$ cat src/sv/vvau_pkg.sv
// Shared types and constants for the velocity Verlet atom update block.
`default_nettype none

package vvau_pkg;

	// Configuration register widths.
	localparam int TS_W = 25;
	localparam int BL_W = 47;

	// Register values after reset: dt of about 0.005 and a box of 10.0 in Q24.24.
	localparam logic [TS_W-1:0] TS_RESET = 25'd83886;
	localparam logic [BL_W-1:0] BL_RESET = 47'd167772160;

	// APB map: 64-bit registers at byte address 8*i.
	localparam int APB_DW  = 64;
	localparam int ADDR_W  = 4;
	localparam int REG_LSB = 3;

	typedef enum logic {
		REG_TIME_STEP  = 1'b0,
		REG_BOX_LENGTH = 1'b1
	} reg_idx_t;

	// Stage enables of the split multiplier.
	typedef struct packed {
		logic s1;
		logic s2;
		logic s3;
	} mul_en_t;

endpackage

`default_nettype wire

$ cat src/sv/vvau_mul_sat.sv
// Three-stage split multiplier: unsigned a times signed b, arithmetic shift, saturate.
`default_nettype none

module vvau_mul_sat #(
	parameter int AW = 25,
	parameter int BW = 48,
	parameter int SH = 24
) (
	input  wire                    clk,
	input  vvau_pkg::mul_en_t      en,
	input  wire  [AW-1:0]          a,
	input  wire  signed [BW-1:0]   b,
	output logic signed [BW-1:0]   p
);

	localparam int AL = AW / 2;
	localparam int AH = AW - AL;
	localparam int BL = BW / 2;
	localparam int BH = BW - BL;
	localparam int PW = AW + BW + 1;

	localparam logic signed [PW-1:0] SAT_HI = {{(PW-BW+1){1'b0}}, {(BW-1){1'b1}}};
	localparam logic signed [PW-1:0] SAT_LO = ~SAT_HI;

	logic [AL-1:0]        alo;
	logic [AH-1:0]        ahi;
	logic [BL-1:0]        blo;
	logic signed [BH-1:0] bhi;

	logic [AL+BL-1:0]      pp_ll_s1;
	logic [AH+BL-1:0]      pp_hl_s1;
	logic signed [AL+BH:0] pp_lh_s1;
	logic signed [AH+BH:0] pp_hh_s1;

	logic [PW-1:0] lo_sum;
	logic [PW-1:0] hi_sum;
	logic [PW-1:0] p_lo_s2;
	logic [PW-1:0] p_hi_s2;

	logic [PW-1:0]        prod;
	logic signed [PW-1:0] prod_sh;
	logic signed [BW-1:0] sat_val;
	logic signed [BW-1:0] p_s3;

	assign alo = a[AL-1:0];
	assign ahi = a[AW-1:AL];
	assign blo = b[BL-1:0];
	assign bhi = b[BW-1:BL];

	// Partial products, each about half by half.
	always_ff @(posedge clk) begin
		if (en.s1) begin
			pp_ll_s1 <= alo * blo;
			pp_hl_s1 <= ahi * blo;
			pp_lh_s1 <= $signed({1'b0, alo}) * bhi;
			pp_hh_s1 <= $signed({1'b0, ahi}) * bhi;
		end
	end

	// Combine the partial products that share an a half.
	always_comb begin
		lo_sum = {{(PW-AL-BL){1'b0}}, pp_ll_s1}
			+ ({{(PW-AL-BH-1){pp_lh_s1[AL+BH]}}, pp_lh_s1} << BL);
		hi_sum = {{(PW-AH-BL){1'b0}}, pp_hl_s1}
			+ ({{(PW-AH-BH-1){pp_hh_s1[AH+BH]}}, pp_hh_s1} << BL);
	end

	always_ff @(posedge clk) begin
		if (en.s2) begin
			p_lo_s2 <= lo_sum;
			p_hi_s2 <= hi_sum;
		end
	end

	// Full product, floor shift, clamp to the signed output range.
	always_comb begin
		prod    = p_lo_s2 + (p_hi_s2 << AL);
		prod_sh = $signed(prod) >>> SH;
		if (prod_sh > SAT_HI) begin
			sat_val = {1'b0, {(BW-1){1'b1}}};
		end else if (prod_sh < SAT_LO) begin
			sat_val = {1'b1, {(BW-1){1'b0}}};
		end else begin
			sat_val = prod_sh[BW-1:0];
		end
	end

	always_ff @(posedge clk) begin
		if (en.s3) begin
			p_s3 <= sat_val;
		end
	end

	assign p = p_s3;

endmodule

`default_nettype wire

$ cat config.mk
export PLATFORM = sky130hd
export DESIGN_NAME = vvau_mul_sat
export DESIGN_NICKNAME = d
export VERILOG_FILES = /design/src/sv/vvau_pkg.sv /design/src/sv/vvau_mul_sat.sv
export SDC_FILE = /design/constraint.sdc
export NUM_CORES = 2
export LEC_CHECK = 0
export BUFFER_PORTS_ARGS = -buffer_cell sky130_fd_sc_hd__buf_4
export CAP_MARGIN = 20
export CORE_ASPECT_RATIO = 1.5
export CORE_MARGIN = 4
export CORE_UTILIZATION = 55
export CTS_CLUSTER_SIZE = 12
export DETAILED_ROUTE_END_ITERATION = 8
export PLACE_DENSITY_LB_ADDON = 0.2
export SLEW_MARGIN = 10
export SYNTH_ARGS = -nofsm -noshare
export SYNTH_HDL_FRONTEND = slang
export SYNTH_SLANG_ARGS = --single-unit
$ cat constraint.sdc
create_clock -name clk -period 7.1 [get_ports clk]
set_clock_uncertainty 0.15 [all_clocks]
set_input_delay 1.065 -clock clk [delete_from_list [all_inputs] [get_ports clk]]
set_output_delay 1.065 -clock clk [all_outputs]
set_load 0.03 [all_outputs]
==> out/qor.yml <==
status: "finished clean"
synth_commonest_cells: "inv_1 (1,166), fa_1 (1,011), nand2_1 (834)"
holdCritStartpoint: "pp_ll_s1[22]"
wl_per_cell_um: 18.9
root_buffer: "clkbuf_16"
start_kind: "primary input"
dieHeight_um: 392
drive_above_1_share: 0.0938
ys_seq_area_frac: 0.165
fin_crit_ns: 6.89
synth_top_flop_cell: "edfxtp_1"
initial_core_util: 0.555
drtPass1Iterations: 5
dieArea_mm2: 0.103
drtIter0Drc: 2220
finalCritPeriodShare: 0.970
grt-ovfl-total: 0
layoutNonFillerInstCount: 7285
ant_nets: 0
nets: 7487
synth-seq-cells: 296
cts_tree: "done"
antenna_found_initial: 19
fin_area_mm2: 0.0594
grt_pass1_vias: 43400
synth_top_area_frac: 0.375
routed_wl_um: 138000
cts_made_buffers: 34
cap_violations: 0
syn_nets: 7223
post-cts-setup-buffer-count: 0
pin_count: 125
gp_congestion: 0.920
cts_max_path_buffers: 3
post-synth-top-count-cell: "inv_1"
syn_area_mm2: 0.0540
ys_warn_count: 0
hold_viol_final: 0
clock.fmax_ghz: 0.145
grt_start_max_net_pins: 73
grt_pass1_wl_um: 225000
critPathCaptureType: "register"
layout_setup_ws_ns: 0.213
path_clk_slew_ns: 0.07
htreeDepth: 2
tightest_slew_ns: 0.955
drc: 0
port_buffers: 124
numClockSinks: 296
dp_cells: 7229
grtUsageTotal: 0.274
relSlewSlack: 0.357
synthCells: 5725
min_path_type: "reg -> reg"
crit_required_ns: 7.25
vias: 39800
r2r-start: "p_hi_s2[16]"
fp.dieW_um: 264
async_flop_share: 0
netlist.top_cell.by_area: "fa_1"
pre_cts_ws_ns: -0.372
dpl_cell_area_mm2: 0.0583
hold_slack_ns: 0.252
postCtsHoldBufs: 0
dp_hpwl_um: 116000
post_synth_main_area_contributors: "fa_1 (38%), edfxtp_1 (16%), ha_1 (9.5%)"
arrival_ns: 7.04
insertion_delay_ns: 0.55
synth_edf_count: 296
num_rows: 140
synth_area_per_cell_um2: 9.42
core_area_mm2: 0.0972
drv_slew: 0
crit_path_start: "b[30]"
rsz0062_at_grt: "yes"
synth.distinct_cells: 77
viasPerCell: 5.46
cts-resized-gates: 0
path_max_fanout: 12
areaGrowthSynthToFinish_pct: 10.1
path_class: "in -> reg"
setup_viol: 0
state kept, by name (all words and copies together) (netlist names):
signal / flops
pp_lh_s1: 37
p_lo_s2: 50
p_hi_s2: 62
pp_hl_s1: 37
p: 48
pp_ll_s1: 24
pp_hh_s1: 38
final cells by class:
| class | count | area [µm²] |
|---|---|---|
| multi-input combinational | 4006 | 39700 |
| fill | 8290 | 37800 |
| sequential | 296 | 8890 |
| inverter | 1166 | 4380 |
| timing repair buffer | 485 | 3810 |
| tap | 1278 | 1600 |
| clock buffer | 39 | 891 |
| clock inverter | 11 | 121 |
| antenna | 4 | 10.0 |
metal layers:
metal / routed length (µm) / vias to the layer above / track usage
met4: 7110 / 14 / 0.120
met1: 54100 / 20100 / 0.336
met3: 7460 / 373 / 0.0372
li1: - / 18100 / -
met5: 104 / - / 0
met2: 69200 / 1142 / 0.485
logic make-up (layout without fill, tap and decap cells):
logic type | Yosys count | after routing | share of synthesized area
XOR/XNOR | 230 | 230 | 0.0373
buffers and inverters | 1423 | 1701 | 0.100
multiplexers | 4 | 4 | 0.000765
other | 0 | 4 | 0
AND/OR/NAND/NOR | 1728 | 1728 | 0.154
AO/OA/AOI/OAI | 623 | 623 | 0.0734
flip-flops | 296 | 296 | 0.165
adder cells (fa/ha/maj) | 1421 | 1421 | 0.470
stage by stage:
| step | utilization | TNS, ns |
|---|---|---|
| CTS | 0.610 | 0 |
| global route | 0.611 | -0.0292 |
| detailed placement | 0.600 | -5.53 |
| finish | 0.611 | 0 |
| floorplan | - | 0 |
| global placement | 0.600 | -3.41 |
final timing paths:
kind                   to  slack [ns]  cells past startpoint
min reg2reg   p_lo_s2[22]        0.25                      0
max          pp_lh_s1[34]        0.21                     23
min           p_lo_s2[22]        0.25                      0
max reg2reg          p[8]        3.06                     12
worst max-delay path, stage by stage:
cell and delay (ns):
buf_4 0.12, buf_4 0.20, buf_4 0.19, nand2_1 0.07, fa_1 0.49, inv_1 0.05
fa_1 0.47, inv_1 0.05, fa_1 0.50, inv_1 0.06, fa_1 0.55, fa_1 0.41
ha_1 0.35, nand2_1 0.09, o31a_1 0.29, o211a_1 0.30, a211o_1 0.36, a21oi_1 0.36
o211ai_1 0.21, a31oi_2 0.30, mux2i_1 0.24, o2111ai_1 0.15, buf_4 0.15
layout by cell type (no fill, tap or decap), types with 8 or more instances in the layout:
master / instances
nor3b_1: 8
buf_4: 471
xnor2_1: 147
nor3_1: 55
nand2_1: 834
a21boi_0: 12
nor2b_1: 22
clkbuf_16: 35
o21ai_1: 25
xor2_1: 83
o21a_1: 33
buf_12: 13
a211oi_1: 21
o31ai_1: 8
and2_1: 494
o21ai_0: 103
a31oi_1: 13
fa_1: 1011
nand3_1: 44
nand2b_1: 25
a21o_1: 71
nand4_1: 32
and3_1: 30
ha_1: 410
o21bai_1: 30
inv_1: 1166
a21oi_1: 218
o211ai_1: 13
or3_1: 9
a211o_1: 8
nor2_1: 142
nor4_1: 11
edfxtp_1: 296
Power is left out: the tool's default activity adds up to more than one toggle a clock period on the data nets, which glitch-free logic cannot reach.
